File: config.mk
export PLATFORM = sky130hd
export DESIGN_NAME = ppe_coef_mem
export DESIGN_NICKNAME = d
export VERILOG_FILES = /design/src/rtl/ppe_pkg.sv /design/src/rtl/ppe_coef_mem.sv
export SDC_FILE = /design/constraint.sdc
export NUM_CORES = 1
export LEC_CHECK = 0
export ABC_CLOCK_PERIOD_IN_PS = 2800
export BUFFER_PORTS_ARGS = -buffer_cell sky130_fd_sc_hd__buf_4
export CORE_AREA = 2 2 283 285
export DETAILED_ROUTE_END_ITERATION = 8
export DIE_AREA = 0 0 285 287
export GPL_TIMING_DRIVEN = 0
export PLACE_DENSITY = 0.75
export SKIP_LAST_GASP = 1
export SYNTH_ARGS = -nofsm -noshare
export SYNTH_HDL_FRONTEND = slang
export SYNTH_SLANG_ARGS = --single-unit
File: constraint.sdc
create_clock -name clk -period 2.8 [get_ports clk]
set_input_delay 0 -clock clk [delete_from_list [all_inputs] [get_ports clk]]
set_output_delay 0 -clock clk [all_outputs]
set_load 0.01 [all_outputs]
File: src/rtl/ppe_pkg.sv
// Shared types, constants and helper functions for the piecewise polynomial evaluator.
`default_nettype none

package ppe_pkg;

  // Default configuration of the evaluator.
  localparam int DEF_SECTIONS = 3;
  localparam int DEF_TERMS    = 9;

  // Table slots that hold the base terms of section 0.
  localparam int BASE_SLOTS = 2;

  // Number of boundary registers on the configuration port.
  localparam int NUM_BOUNDS = 3;
  localparam int CFG_IW     = 2;

  // Reset values of the boundary registers, Q8.24.
  localparam logic [31:0] BND_RST_FIRST  = 32'd33554432;
  localparam logic [31:0] BND_RST_SECOND = 32'd92274688;
  localparam logic [31:0] BND_RST_THIRD  = 32'd125829120;

  // Command codes of an input item.
  localparam logic CMD_EVAL  = 1'b0;
  localparam logic CMD_WRITE = 1'b1;

  // Saturation bounds of a Q16.32 result, sign extended to 64 bits.
  localparam logic signed [63:0] SAT_HI = 64'sh0000_7FFF_FFFF_FFFF;
  localparam logic signed [63:0] SAT_LO = 64'shFFFF_8000_0000_0000;

  typedef enum logic [3:0] {
    ST_IDLE,
    ST_BOUND,
    ST_FETCH,
    ST_INIT,
    ST_LO,
    ST_HI,
    ST_SUM,
    ST_ADD,
    ST_END,
    ST_DONE
  } ppe_state_t;

  typedef enum logic {
    PASS_VAL,
    PASS_DER
  } ppe_pass_t;

  // One-hot step strobes from the sequencer to the multiply-accumulate unit.
  typedef struct packed {
    logic init;
    logic mul_lo;
    logic mul_hi;
    logic sum;
    logic add;
  } ppe_mac_op_t;

  function automatic logic signed [47:0] sat48(input logic signed [63:0] v);
    logic signed [47:0] r;
    if (v > SAT_HI) begin
      r = SAT_HI[47:0];
    end else if (v < SAT_LO) begin
      r = SAT_LO[47:0];
    end else begin
      r = v[47:0];
    end
    return r;
  endfunction

  function automatic logic [31:0] bnd_reset(input int idx);
    logic [31:0] r;
    case (idx)
      0:       r = BND_RST_FIRST;
      1:       r = BND_RST_SECOND;
      2:       r = BND_RST_THIRD;
      default: r = '0;
    endcase
    return r;
  endfunction

endpackage

`default_nettype wire

File: src/rtl/ppe_coef_mem.sv
// Coefficient table: one write port and one registered read port.
`default_nettype none

module ppe_coef_mem
  import ppe_pkg::*;
#(
  parameter int DEPTH = 2 + (DEF_TERMS - 2) * DEF_SECTIONS,
  localparam int AW   = $clog2(DEPTH)
) (
  input  wire logic                 clk,
  input  wire logic                 wr_en,
  input  wire logic [AW-1:0]        wr_addr,
  input  wire logic signed [47:0]   wr_data,
  input  wire logic                 rd_en,
  input  wire logic [AW-1:0]        rd_addr,
  output logic signed [47:0]        rd_data
);

  logic signed [47:0] mem [DEPTH];
  logic signed [47:0] rd_data_r;

  always_ff @(posedge clk) begin
    if (wr_en) begin
      mem[wr_addr] <= wr_data;
    end
    if (rd_en) begin
      rd_data_r <= mem[rd_addr];
    end
  end

  assign rd_data = rd_data_r;

endmodule

`default_nettype wire

==> qor.log <==
[outcome] run status complete, no violations
[critical_path] capturing element type of the critical path flip-flop
[timing] Tcrit/Tclk final 65.6%
[synthesis] share of the yosys chip area belonging to registers 79.0%
[grt] met2 track demand over resource in global routing 40.5%
[synthesis] netlist area before placement 43800 um^2
[grt] vias in the first global route 21956
[synthesis] number of instances in the synthesized netlist 1925
[critical_path] worst setup path category primary input to flip-flop
[timing] transition time at the pin with the least slew margin 1.02 ns
[drt] DRC marker count from the first detailed-route iteration 2791
[critical_path] data required time of the worst path 3.14 ns
[critical_path] worst reg2reg path startpoint mem[21][45]
[grt] met3 layer usage reported by global route 5.22%
[floorplanning] Die Span X 285 um
[cts] Clock Tree Root sky130_fd_sc_hd__clkbuf_16
[grt] GRT overflow 0
[grt] busiest layer in global routing met2
[critical_path] critical path endpoint rd_data[1]
[grt] met1 Usage GRT 34.6%
[timing] fmax 0.544 GHz
[cts] # clock sinks 1152
[power] cell leakage power 16.3 nW
[critical_path] critical path depth in cells 6
[floorplanning] I/O Pins 109
[critical_path] capture instance of the worst register-to-register path rd_data[45]
[timing] Worst Clk Skew 0.0208 ns
[cells_and_area] post-route cell area 50900 um^2
[synthesis] average cell area after synthesis 22.7 um^2
[critical_path] sequence of cells on the critical path buf_4, buf_2, clkbuf_1, mux4_2, a22oi_1, o2111ai_1
[placement] number of port buffers 104
[grt] overall routing resource usage 25.0%
[synthesis] count of yosys warnings during synthesis 0
[drt] drc violations 0
[cells_and_area] Net count, final 2294
[power] power density over the cells 699 nW/um^2
[drt] number of nets with antenna violations after routing 0
[critical_path] critical path peak fanout 10
[timing] smallest hold slack 0.0107 ns
[drt] ratio of routed vias to standard cells 6.32
[critical_path] cell class contributing the biggest share of worst-path delay buffers and inverters
[drt] Pre-antenna DRT Iters 7
[cells_and_area] signed area change from the synthesized netlist to the final layout 16.4%
[placement] hpwl dp 63300 um
[synthesis] flops & latches, synth 1152
[job] MaxCap Viol Count 0
[critical_path] worst setup path start rd_addr[3]
[synthesis] count of flip-flops with a built-in enable after synthesis 1152
[critical_path] startpoint types primary input
[timing] Setup Viol. Count Final 0
[critical_path] r2r worst-path depth 4
[cells_and_area] share of layout cells above drive strength 1 27.8%
[drt] total wirelength of the detailed-routed design 101000 um
[critical_path] buffers plus inverters on the worst setup path 3
[placement] cell area after placement 47000 um^2
[timing] number of pins exceeding their max-slew limit in the final report 0
[cts] maximum root-to-sink buffer count 3
[critical_path] Data arrival, critical path 2.17 ns
[floorplanning] starting density of the core 55.7%
[floorplanning] die height 287 um
[critical_path] slowest library cell on the worst path sky130_fd_sc_hd__clkbuf_1
[grt] pin count of the biggest net entering global routing 49
[floorplanning] area of the die 81800 um^2
[cts] clock-pin slew on the worst setup and hold paths 0.06 ns
[power] peak supply drop 0.000730 V
[timing] Fin. Hold Viols 0
[floorplanning] count of standard-cell rows 103
[timing] worst slew margin relative to its limit 31.9%
[grt] first-pass GRT wire length 147000 um
[synthesis] Syn Nets 1986
[cts] maximum level of the CTS H-tree 3
[worst_hold_path] Hold/Removal Path Class primary input to flip-flop
[grt] number of antenna violations at the first check in global routing 2
[cts] clock tree from TritonCTS yes
[timing] clock period minus worst slack 1.84 ns
[floorplanning] core box area 78600 um^2
[drt] total via count in the routed design 21282
[synthesis] proportion of register bits with asynchronous set or reset after synthesis 0%
[cts] number of resized instances in the post-cts repair step 0
[cells_and_area] commonest cells after routing, fill and taps aside sky130_fd_sc_hd__edfxtp_1, sky130_fd_sc_hd__mux4_2, sky130_fd_sc_hd__buf_4, sky130_fd_sc_hd__mux2i_1, sky130_fd_sc_hd__clkbuf_16
[critical_path] slack of the worst reg-to-reg path 1.05 ns
[synthesis] main flop type after synthesis sky130_fd_sc_hd__edfxtp_1
[cells_and_area] leading cell type in the layout, fill and taps excluded sky130_fd_sc_hd__edfxtp_1
[synthesis] distinct cell type count after synthesis 30
[cts] TritonCTS Buffers 109
[drt] routed wirelength normalized by instance count 29.9 um
[timing] setup repair after global routing missed its margin false
[cts] clock latency on the worst-skew pair 0.67 ns
[placement] weighted congestion reported at the end of routability-driven placement 0.766
[critical_path] Worst path max stage delay 0.80 ns
## worst min path at each step
stage	from	endpoint	slack (ns)	depth (start not counted)
3_3_place_gp	wr_data[18]	mem[14][18]	0.33	1
6_report	rd_en	rd_data[34]	0.01	1
3_5_place_dp	wr_data[26]	mem[6][26]	0.35	1
4_1_cts	rd_en	rd_data[34]	0.001	1
5_1_grt	rd_en	rd_data[26]	0.02	1
2_1_floorplan	wr_data[0]	mem[0][0]	0.1	0
## cell usage after synthesis (4+ instances only)
| master | instances | share of area, % |
|---|---|---|
| sky130_fd_sc_hd__clkbuf_1 | 31 | 0.27 |
| sky130_fd_sc_hd__buf_1 | 4 | 0.034 |
| sky130_fd_sc_hd__a221oi_1 | 6 | 0.12 |
| sky130_fd_sc_hd__nand3b_1 | 34 | 0.58 |
| sky130_fd_sc_hd__a221oi_2 | 12 | 0.41 |
| sky130_fd_sc_hd__buf_2 | 35 | 0.40 |
| sky130_fd_sc_hd__buf_4 | 10 | 0.17 |
| sky130_fd_sc_hd__mux2i_1 | 114 | 2.6 |
| sky130_fd_sc_hd__o2111ai_1 | 30 | 0.60 |
| sky130_fd_sc_hd__o21ai_1 | 38 | 0.43 |
| sky130_fd_sc_hd__o21ai_0 | 10 | 0.11 |
| sky130_fd_sc_hd__mux4_2 | 240 | 12 |
| sky130_fd_sc_hd__a211oi_1 | 18 | 0.31 |
| sky130_fd_sc_hd__nand2_1 | 81 | 0.69 |
| sky130_fd_sc_hd__a22oi_1 | 30 | 0.51 |
| sky130_fd_sc_hd__edfxtp_1 | 1152 | 79 |
| sky130_fd_sc_hd__buf_8 | 4 | 0.14 |
| sky130_fd_sc_hd__nor2_1 | 27 | 0.23 |
| sky130_fd_sc_hd__nor2b_1 | 19 | 0.27 |
| sky130_fd_sc_hd__buf_6 | 20 | 0.51 |
## flip-flops by register name, indices dropped and copies added, names as in the netlist
signal / flops
mem: 1104
rd_data: 48
## logic make-up (layout without fill, tap and decap cells)
kind of cell,count (synthesis),count (layout),share of synthesized area (%)
DFF,1152,1152,79.0
muxes,354,354,15.0
and+or+nand+nor,168,168,1.90
AOI/OAI and AO/OA,144,144,2.50
buffers and inverters,107,501,1.60
other,0,1,0
## metal layers
layer / share of wire (%) / wire, um
met3: 9.5 / 9580
met4: 3.1 / 3080
met1: 38 / 38500
met5: 0.029 / 29
met2: 49 / 49600
## metrics by stage
stage	TNS, ns	power [mW]	instances	utilization, %	setup WS [ns]
3_3_place_gp	-2691.73	21.4	3079	58.3	-2.85
4_1_cts	0	35.8	3369	64.8	1.03
2_1_floorplan	-99.53	20.7	1925	-	-0.299
6_report	0	35.6	3370	64.8	0.963
5_1_grt	0	36.6	3369	64.8	0.951
3_5_place_dp	0	21.5	3124	59.8	0.347
## area by class of cell
| type | instances | area [um^2] |
|---|---|---|
| clock inverter | 67 | 634 |
| fill | 5044 | 27700 |
| sequential | 1152 | 34600 |
| buffer | 106 | 694 |
| tap | 1050 | 1310 |
| timing repair buffer | 197 | 2230 |
| clock buffer | 130 | 2830 |
| inverter | 1 | 3.75 |
| multi-input combinational | 666 | 8650 |
| antenna | 1 | 2.50 |
## power by group
part | leakage (nW) | internal [mW] | switching (mW)
registers | 10.4 | 19.3 | 0.0717
clock network | 1.69 | 8.27 | 6.15
logic | 4.24 | 0.781 | 1.11
total | 16.3 | 28.3 | 7.33
## what timing repair did
item | 4_1_cts | 5_1_grt
setup buffers | 0 | 0
hold buffers | 48 | 0
endpoints found under the hold margin | 1104 | 0
(Power assumes the default switching activity.)
