<file path="src/rtl/ppe_pkg.sv">
// Shared types, constants and helper functions for the piecewise polynomial evaluator.
`default_nettype none

package ppe_pkg;

  // Default configuration of the evaluator.
  localparam int DEF_SECTIONS = 3;
  localparam int DEF_TERMS    = 9;

  // Table slots that hold the base terms of section 0.
  localparam int BASE_SLOTS = 2;

  // Number of boundary registers on the configuration port.
  localparam int NUM_BOUNDS = 3;
  localparam int CFG_IW     = 2;

  // Reset values of the boundary registers, Q8.24.
  localparam logic [31:0] BND_RST_FIRST  = 32'd33554432;
  localparam logic [31:0] BND_RST_SECOND = 32'd92274688;
  localparam logic [31:0] BND_RST_THIRD  = 32'd125829120;

  // Command codes of an input item.
  localparam logic CMD_EVAL  = 1'b0;
  localparam logic CMD_WRITE = 1'b1;

  // Saturation bounds of a Q16.32 result, sign extended to 64 bits.
  localparam logic signed [63:0] SAT_HI = 64'sh0000_7FFF_FFFF_FFFF;
  localparam logic signed [63:0] SAT_LO = 64'shFFFF_8000_0000_0000;

  typedef enum logic [3:0] {
    ST_IDLE,
    ST_BOUND,
    ST_FETCH,
    ST_INIT,
    ST_LO,
    ST_HI,
    ST_SUM,
    ST_ADD,
    ST_END,
    ST_DONE
  } ppe_state_t;

  typedef enum logic {
    PASS_VAL,
    PASS_DER
  } ppe_pass_t;

  // One-hot step strobes from the sequencer to the multiply-accumulate unit.
  typedef struct packed {
    logic init;
    logic mul_lo;
    logic mul_hi;
    logic sum;
    logic add;
  } ppe_mac_op_t;

  function automatic logic signed [47:0] sat48(input logic signed [63:0] v);
    logic signed [47:0] r;
    if (v > SAT_HI) begin
      r = SAT_HI[47:0];
    end else if (v < SAT_LO) begin
      r = SAT_LO[47:0];
    end else begin
      r = v[47:0];
    end
    return r;
  endfunction

  function automatic logic [31:0] bnd_reset(input int idx);
    logic [31:0] r;
    case (idx)
      0:       r = BND_RST_FIRST;
      1:       r = BND_RST_SECOND;
      2:       r = BND_RST_THIRD;
      default: r = '0;
    endcase
    return r;
  endfunction

endpackage

`default_nettype wire

</file>
<file path="src/rtl/ppe_ctrl.sv">
// Sequencer: section walk, Horner passes, table reads and the result register.
`default_nettype none

module ppe_ctrl
  import ppe_pkg::*;
#(
  parameter int SECTIONS = DEF_SECTIONS,
  parameter int TERMS    = DEF_TERMS,
  localparam int DEPTH   = 2 + (TERMS - 2) * SECTIONS,
  localparam int AW      = $clog2(DEPTH),
  localparam int KW      = $clog2(TERMS),
  localparam int SW      = (SECTIONS > 1) ? $clog2(SECTIONS) : 1
) (
  input  wire logic                      clk,
  input  wire logic                      rst_n,
  input  wire logic                      in_valid,
  output logic                           in_stall,
  input  wire logic                      in_command,
  input  wire logic [4:0]                in_coeff_index,
  input  wire logic signed [47:0]        in_coeff_value,
  input  wire logic signed [31:0]        in_x_value,
  input  wire logic [SECTIONS-1:0][31:0] bnd,
  output logic                           mem_wr_en,
  output logic [AW-1:0]                  mem_wr_addr,
  output logic signed [47:0]             mem_wr_data,
  output logic                           mem_rd_en,
  output logic [AW-1:0]                  mem_rd_addr,
  input  wire logic signed [47:0]        mem_rd_data,
  output ppe_mac_op_t                    mac_op,
  output logic [KW-1:0]                  mac_k,
  output logic signed [47:0]             mac_coef,
  output logic signed [32:0]             mac_dx,
  input  wire logic signed [47:0]        mac_acc,
  output logic                           out_valid,
  input  wire logic                      out_stall,
  output logic signed [47:0]             out_poly_value,
  output logic signed [47:0]             out_poly_slope
);

  localparam logic [KW-1:0] J_TOP = KW'(TERMS - 1);
  localparam logic [SW-1:0] S_TOP = SW'(SECTIONS - 1);

  ppe_state_t state_r, state_nxt;

  logic [SW-1:0]      sec_r;
  logic [AW-1:0]      base_r;
  logic [KW-1:0]      j_r;
  ppe_pass_t          pass_r;
  logic               last_r;
  logic signed [31:0] x_r;
  logic signed [32:0] dx_r;
  logic signed [47:0] val_r;
  logic signed [47:0] der_r;
  logic signed [47:0] vnew_r;
  logic               out_valid_r;
  logic signed [47:0] out_value_r;
  logic signed [47:0] out_slope_r;

  logic               in_xfer;
  logic               out_free;
  logic [SW-1:0]      sec_next;
  logic               last_now;
  logic signed [31:0] end_now;
  logic signed [32:0] dx_now;
  logic [KW-1:0]      j_lo;
  logic               at_lo;

  assign in_xfer  = in_valid && !in_stall;
  assign out_free = !out_valid_r || !out_stall;

  // Section boundary: the walk stops at the last section or once x lies below the next start.
  assign sec_next = (sec_r == S_TOP) ? '0 : SW'(sec_r + 1'b1);
  assign last_now = (sec_r == S_TOP) || (x_r < $signed(bnd[sec_next]));
  assign end_now  = last_now ? x_r : $signed(bnd[sec_next]);
  assign dx_now   = 33'(end_now) - 33'($signed(bnd[sec_r]));

  assign j_lo  = (pass_r == PASS_DER) ? KW'(1) : '0;
  assign at_lo = (j_r == j_lo);

  // Next state.
  always_comb begin
    state_nxt = state_r;
    unique case (state_r)
      ST_IDLE: begin
        if (in_xfer && in_command == CMD_EVAL) begin
          state_nxt = ST_BOUND;
        end
      end
      ST_BOUND: state_nxt = ST_FETCH;
      ST_FETCH: state_nxt = ST_INIT;
      ST_INIT:  state_nxt = ST_LO;
      ST_LO:    state_nxt = ST_HI;
      ST_HI:    state_nxt = ST_SUM;
      ST_SUM:   state_nxt = ST_ADD;
      ST_ADD:   state_nxt = at_lo ? ST_END : ST_LO;
      ST_END: begin
        if (pass_r == PASS_VAL) begin
          state_nxt = ST_FETCH;
        end else if (last_r) begin
          state_nxt = ST_DONE;
        end else begin
          state_nxt = ST_BOUND;
        end
      end
      ST_DONE: begin
        if (out_free) begin
          state_nxt = ST_IDLE;
        end
      end
      default: state_nxt = ST_IDLE;
    endcase
  end

  // Outputs of the sequencer.
  always_comb begin
    in_stall  = 1'b1;
    mem_rd_en = 1'b0;
    mac_op    = '0;
    unique case (state_r)
      ST_IDLE:  in_stall = 1'b0;
      ST_FETCH: mem_rd_en = 1'b1;
      ST_INIT:  mac_op.init = 1'b1;
      ST_LO: begin
        mem_rd_en     = 1'b1;
        mac_op.mul_lo = 1'b1;
      end
      ST_HI:    mac_op.mul_hi = 1'b1;
      ST_SUM:   mac_op.sum = 1'b1;
      ST_ADD:   mac_op.add = 1'b1;
      ST_BOUND, ST_END, ST_DONE: begin
        in_stall = 1'b1;
      end
      default: in_stall = 1'b1;
    endcase
  end

  // Table writes come only while idle, so they never meet a read of the same pass.
  assign mem_wr_en   = in_xfer && (in_command == CMD_WRITE) && (32'(in_coeff_index) < DEPTH);
  assign mem_wr_addr = AW'(in_coeff_index);
  assign mem_wr_data = in_coeff_value;

  assign mem_rd_addr = (j_r < KW'(BASE_SLOTS)) ? AW'(j_r) : AW'(base_r + AW'(j_r));

  // Later sections take their two lowest terms from the previous section's results.
  always_comb begin
    if (sec_r != '0 && j_r < KW'(BASE_SLOTS)) begin
      mac_coef = (j_r == '0) ? val_r : der_r;
    end else begin
      mac_coef = mem_rd_data;
    end
  end

  assign mac_k  = (pass_r == PASS_DER) ? j_r : KW'(1);
  assign mac_dx = dx_r;

  always_ff @(posedge clk) begin
    if (!rst_n) begin
      state_r <= ST_IDLE;
      sec_r   <= '0;
      base_r  <= '0;
      j_r     <= J_TOP;
      pass_r  <= PASS_VAL;
      last_r  <= 1'b0;
    end else begin
      state_r <= state_nxt;
      case (state_r)
        ST_IDLE: begin
          if (in_xfer && in_command == CMD_EVAL) begin
            sec_r  <= '0;
            base_r <= '0;
            j_r    <= J_TOP;
            pass_r <= PASS_VAL;
          end
        end
        ST_BOUND: last_r <= last_now;
        ST_INIT:  j_r <= j_r - 1'b1;
        ST_ADD: begin
          if (!at_lo) begin
            j_r <= j_r - 1'b1;
          end
        end
        ST_END: begin
          j_r <= J_TOP;
          if (pass_r == PASS_VAL) begin
            pass_r <= PASS_DER;
          end else begin
            pass_r <= PASS_VAL;
            if (!last_r) begin
              sec_r  <= sec_next;
              base_r <= AW'(base_r + AW'(TERMS - 2));
            end
          end
        end
        default: begin
        end
      endcase
    end
  end

  // Datapath registers of the sequencer.
  always_ff @(posedge clk) begin
    if (state_r == ST_IDLE && in_xfer) begin
      x_r <= in_x_value;
    end
    if (state_r == ST_BOUND) begin
      dx_r <= dx_now;
    end
    if (state_r == ST_END) begin
      if (pass_r == PASS_VAL) begin
        vnew_r <= mac_acc;
      end else begin
        val_r <= vnew_r;
        der_r <= mac_acc;
      end
    end
  end

  // Result register: a finished result can wait here while the next item is taken.
  always_ff @(posedge clk) begin
    if (!rst_n) begin
      out_valid_r <= 1'b0;
    end else if (state_r == ST_DONE && out_free) begin
      out_valid_r <= 1'b1;
    end else if (!out_stall) begin
      out_valid_r <= 1'b0;
    end
  end

  always_ff @(posedge clk) begin
    if (state_r == ST_DONE && out_free) begin
      out_value_r <= val_r;
      out_slope_r <= der_r;
    end
  end

  assign out_valid      = out_valid_r;
  assign out_poly_value = out_value_r;
  assign out_poly_slope = out_slope_r;

endmodule

`default_nettype wire

</file>
<file path="config.mk">
export PLATFORM = sky130hd
export DESIGN_NAME = ppe_ctrl
export DESIGN_NICKNAME = d
export VERILOG_FILES = /design/src/rtl/ppe_pkg.sv /design/src/rtl/ppe_ctrl.sv
export SDC_FILE = /design/constraint.sdc
export NUM_CORES = 1
export LEC_CHECK = 0
export ABC_AREA = 1
export BUFFER_PORTS_ARGS = -buffer_cell sky130_fd_sc_hd__buf_2
export CORE_AREA = 2 2 209 211
export DETAILED_ROUTE_END_ITERATION = 6
export DIE_AREA = 0 0 211 213
export GPL_ROUTABILITY_DRIVEN = 0
export SYNTH_ARGS = -nofsm -noshare
export SYNTH_HDL_FRONTEND = slang
export SYNTH_SLANG_ARGS = --single-unit
</file>
<file path="constraint.sdc">
create_clock -name clk -period 13.1 [get_ports clk]
set_input_delay 1.965 -clock clk [delete_from_list [all_inputs] [get_ports clk]]
set_output_delay 1.965 -clock clk [all_outputs]
set_load 0.02 [all_outputs]
</file>
==> out/metrics.yaml <==
run_status: "complete, no violations"
overflow: 0
min_path_cells: 0
cts_tree: "done"
drt-pass1-iter-count: 6
clk_pin_slew_ns: 0.06
grt.total_usage_pct: 21.8
syn-instance-count: 1472
final_nets: 2202
seq_area_frac_synth_pct: 58.7
syn2layout_area_growth_pct: 21.0
synthXorXnorAreaFrac_pct: 1.67
slowest_delay_ns: 0.84
wirelength_um: 50400
clk_root_buffer_cell: "clkbuf_16"
grt_antenna_before_repair: 4
cts.sinks: 323
grt_pass1_vias: 12600
syn_area_mm2: 0.0162
multi_input_area_mm2: 0.00555
dieArea_mm2: 0.0449
synth_edf_count: 305
cp_slowest_cell: "nand3_4"
rr_worst_depth: 32
wl_per_cell_um: 20.8
endpoint_kind: "flip-flop"
critPathKind: "flip-flop to flip-flop"
crit_fanout: 63
cp-start-kind: "flip-flop"
async_reset_ff_share_pct: 0
holdWs_ns: 0.417
ys.flop_type: "edfxtp_1"
maxCapViolations: 0
grt_max_degree: 67
drv_slew: 0
htreeDepth: 2
tns_ns: 0
finalSetupViolations: 0
ios: 530
rr_startpoint: "sec_r[1]"
fin_crit_sh_pct: 59.4
fmax_mhz: 129
ir_drop_v: 0.000144
r2r_setup_slack_ns: 5.32
rsz0062_at_grt: "no"
cts_setup_buffers: 0
drive_above_1_share_pct: 31.4
fillers: 4031
ys_seq_elements: 323
min_to: "val_r[41]"
cp.arrival_ns: 8.06
rows: 76
critPathRequiredTime_ns: 13.38
leakage_nw: 8.15
coreArea_mm2: 0.0427
layout.area.seq_mm2: 0.00952
slew_headroom_pct: 32.7
die-width_um: 211
synth_nets: 1827
r2r_end: "mac_dx[32]"
cts_resized: 0
clk_latency_ns: 0.53
period_needed_ns: 7.78
synthAdderAreaFrac_pct: 5.73
die_h_um: 213
min_from: "vnew_r[41]"
drt_iter0_drc: 1106
grt_pass1_wl_um: 74100
synth_top_family_by_area: "compound AO/OA/AOI/OAI gates"
start_util_pct: 38.0
skew_ns: 0.0145
ant_nets: 0
worstMarginPinSlew_ns: 1.01
hold_path.class: "flip-flop to flip-flop"
hpwlAfterDp_um: 36400
final_area_mm2: 0.0196
cts_buffers: 37
dr_total_vias: 12800
syn_avg_cell_area_um2: 11.0
power.density_mw_per_mm2: 182
cts_hold_buffers: 0
viasPerCell: 5.29
drc_errors: 0
synthDistinctLibCells: 49
final_core_util_pct: 46.0
yosysWarnings: 0
hold_viol: 0
clockBufferDepth: 3
placed_area_mm2: 0.0185
synthMuxAreaShare_pct: 0
synth-compound-area-share_pct: 14.0
synthSimpleGateAreaFrac_pct: 12.6
path_common_cell: "nand2_1"
port_buffers: 433
cell type report:
cell class,instances,area share (%)
flip-flops and latches,323,48.5
repair buffers,450,11.7
multi-input cells,908,28.3
clock inverters,18,0.689
well taps,546,3.48
diodes,3,0.0383
clock buffers,44,4.85
inverters,127,2.44
metrics by stage:
| step | total power, mW | setup slack, ns | instances |
|---|---|---|---|
| floorplan | 2.27 | 5.90 | 1472 |
| global placement | 2.61 | 5.54 | 2354 |
| detailed placement | 2.63 | 5.44 | 2354 |
| CTS | 3.59 | 5.37 | 2416 |
| global route | 3.78 | 4.79 | 2417 |
| finish | 3.58 | 5.32 | 2419 |
cells in the mapped netlist, types with 3 or more instances:
cell type	instances	share of area [%]
edfxtp_1	305	56
o21ai_0	236	7.3
nand2_1	142	3.3
inv_1	114	2.6
nor2_1	107	2.5
ha_1	71	5.5
a21oi_1	67	2.1
buf_4	53	2.5
clkbuf_1	43	1.0
nand4_1	37	1.4
nand2_2	33	1.3
nand2_4	31	2.2
o21a_1	22	1.0
o21ai_1	21	0.65
xor2_1	21	1.1
dfxtp_1	18	2.2
nand3_1	18	0.56
buf_2	13	0.40
nor3_1	11	0.34
o22a_1	11	0.59
xnor2_1	10	0.54
a22oi_1	9	0.42
inv_2	9	0.21
o221ai_1	9	0.49
a211oi_1	7	0.32
o211ai_1	7	0.32
a21o_1	5	0.23
a31oi_1	4	0.15
nor2_2	4	0.15
nor4_1	4	0.15
buf_12	3	0.37
clkinv_1	3	0.069
logic make-up (layout without fill, tap and decap cells):
logic type,Yosys count,after routing
xor+xnor,31,31
fa+ha+maj,73,73
flops,323,323
simple gates,398,398
other cells,0,3
compound gates,406,406
buf+inv,241,639
critical path, delay by kind of cell (launching register included):
family / cells / cell delay (ns)
AOI/OAI and AO/OA: 5 / 1.26
DFF: 1 / 0.64
adders and majority gates: 2 / 0.79
and+or+nand+nor: 22 / 3.36
buffers and inverters: 3 / 1.40
where the power goes:
part,switching (mW),total [mW],leakage [nW],internal [mW]
sequential,0.0394,1.29,2.91,1.25
combinational,0.887,1.34,4.70,0.449
clock,0.400,0.954,0.533,0.555
total,1.33,3.58,8.15,2.25
sequential cells by signal, summed over array words and instances (netlist names):
name            cells
der_r              48
out_poly_slope     48
out_poly_value     48
val_r              48
vnew_r             48
mac_dx             33
x_r                32
base_r              5
j_r                 4
state_r             4
sec_r               2
last_r              1
out_valid           1
pass_r              1
routing by layer:
metal / vias up / part of all wire [%] / global-route usage (%)
li1: 5944 / - / -
met1: 6093 / 39 / 26.3
met2: 668 / 47 / 36.3
met3: 80 / 11 / 8.07
met4: 6 / 2.8 / 7.04
met5: - / 0.054 / 0
placed cells by master, fill, tap and decap left out, drive strengths merged, types with 10 or more instances in the layout:
cell	instances
ha	71
xor2	21
edfxtp	305
o21ai	257
o21a	22
o22a	11
a21oi	67
nand4	37
clkinv	17
clkbuf	44
nand2	206
buf	450
inv	126
dfxtp	18
nor2	114
nor3	12
nand3	20
xnor2	10
how the worst max path moves through the flow:
stage              start           endpoint  slack, ns  depth (start not counted)
5_1_grt         sec_r[1]         mac_dx[32]       4.79                         35
4_1_cts         sec_r[1]         mac_dx[32]       5.37                         32
3_5_place_dp    sec_r[1]         mac_dx[32]       5.44                         32
2_1_floorplan  out_stall  out_poly_slope[0]       5.90                          1
3_3_place_gp    sec_r[1]         mac_dx[32]       5.54                         34
6_report        sec_r[1]         mac_dx[32]       5.32                         32
Note: power is estimated with default switching activity, not from simulation.
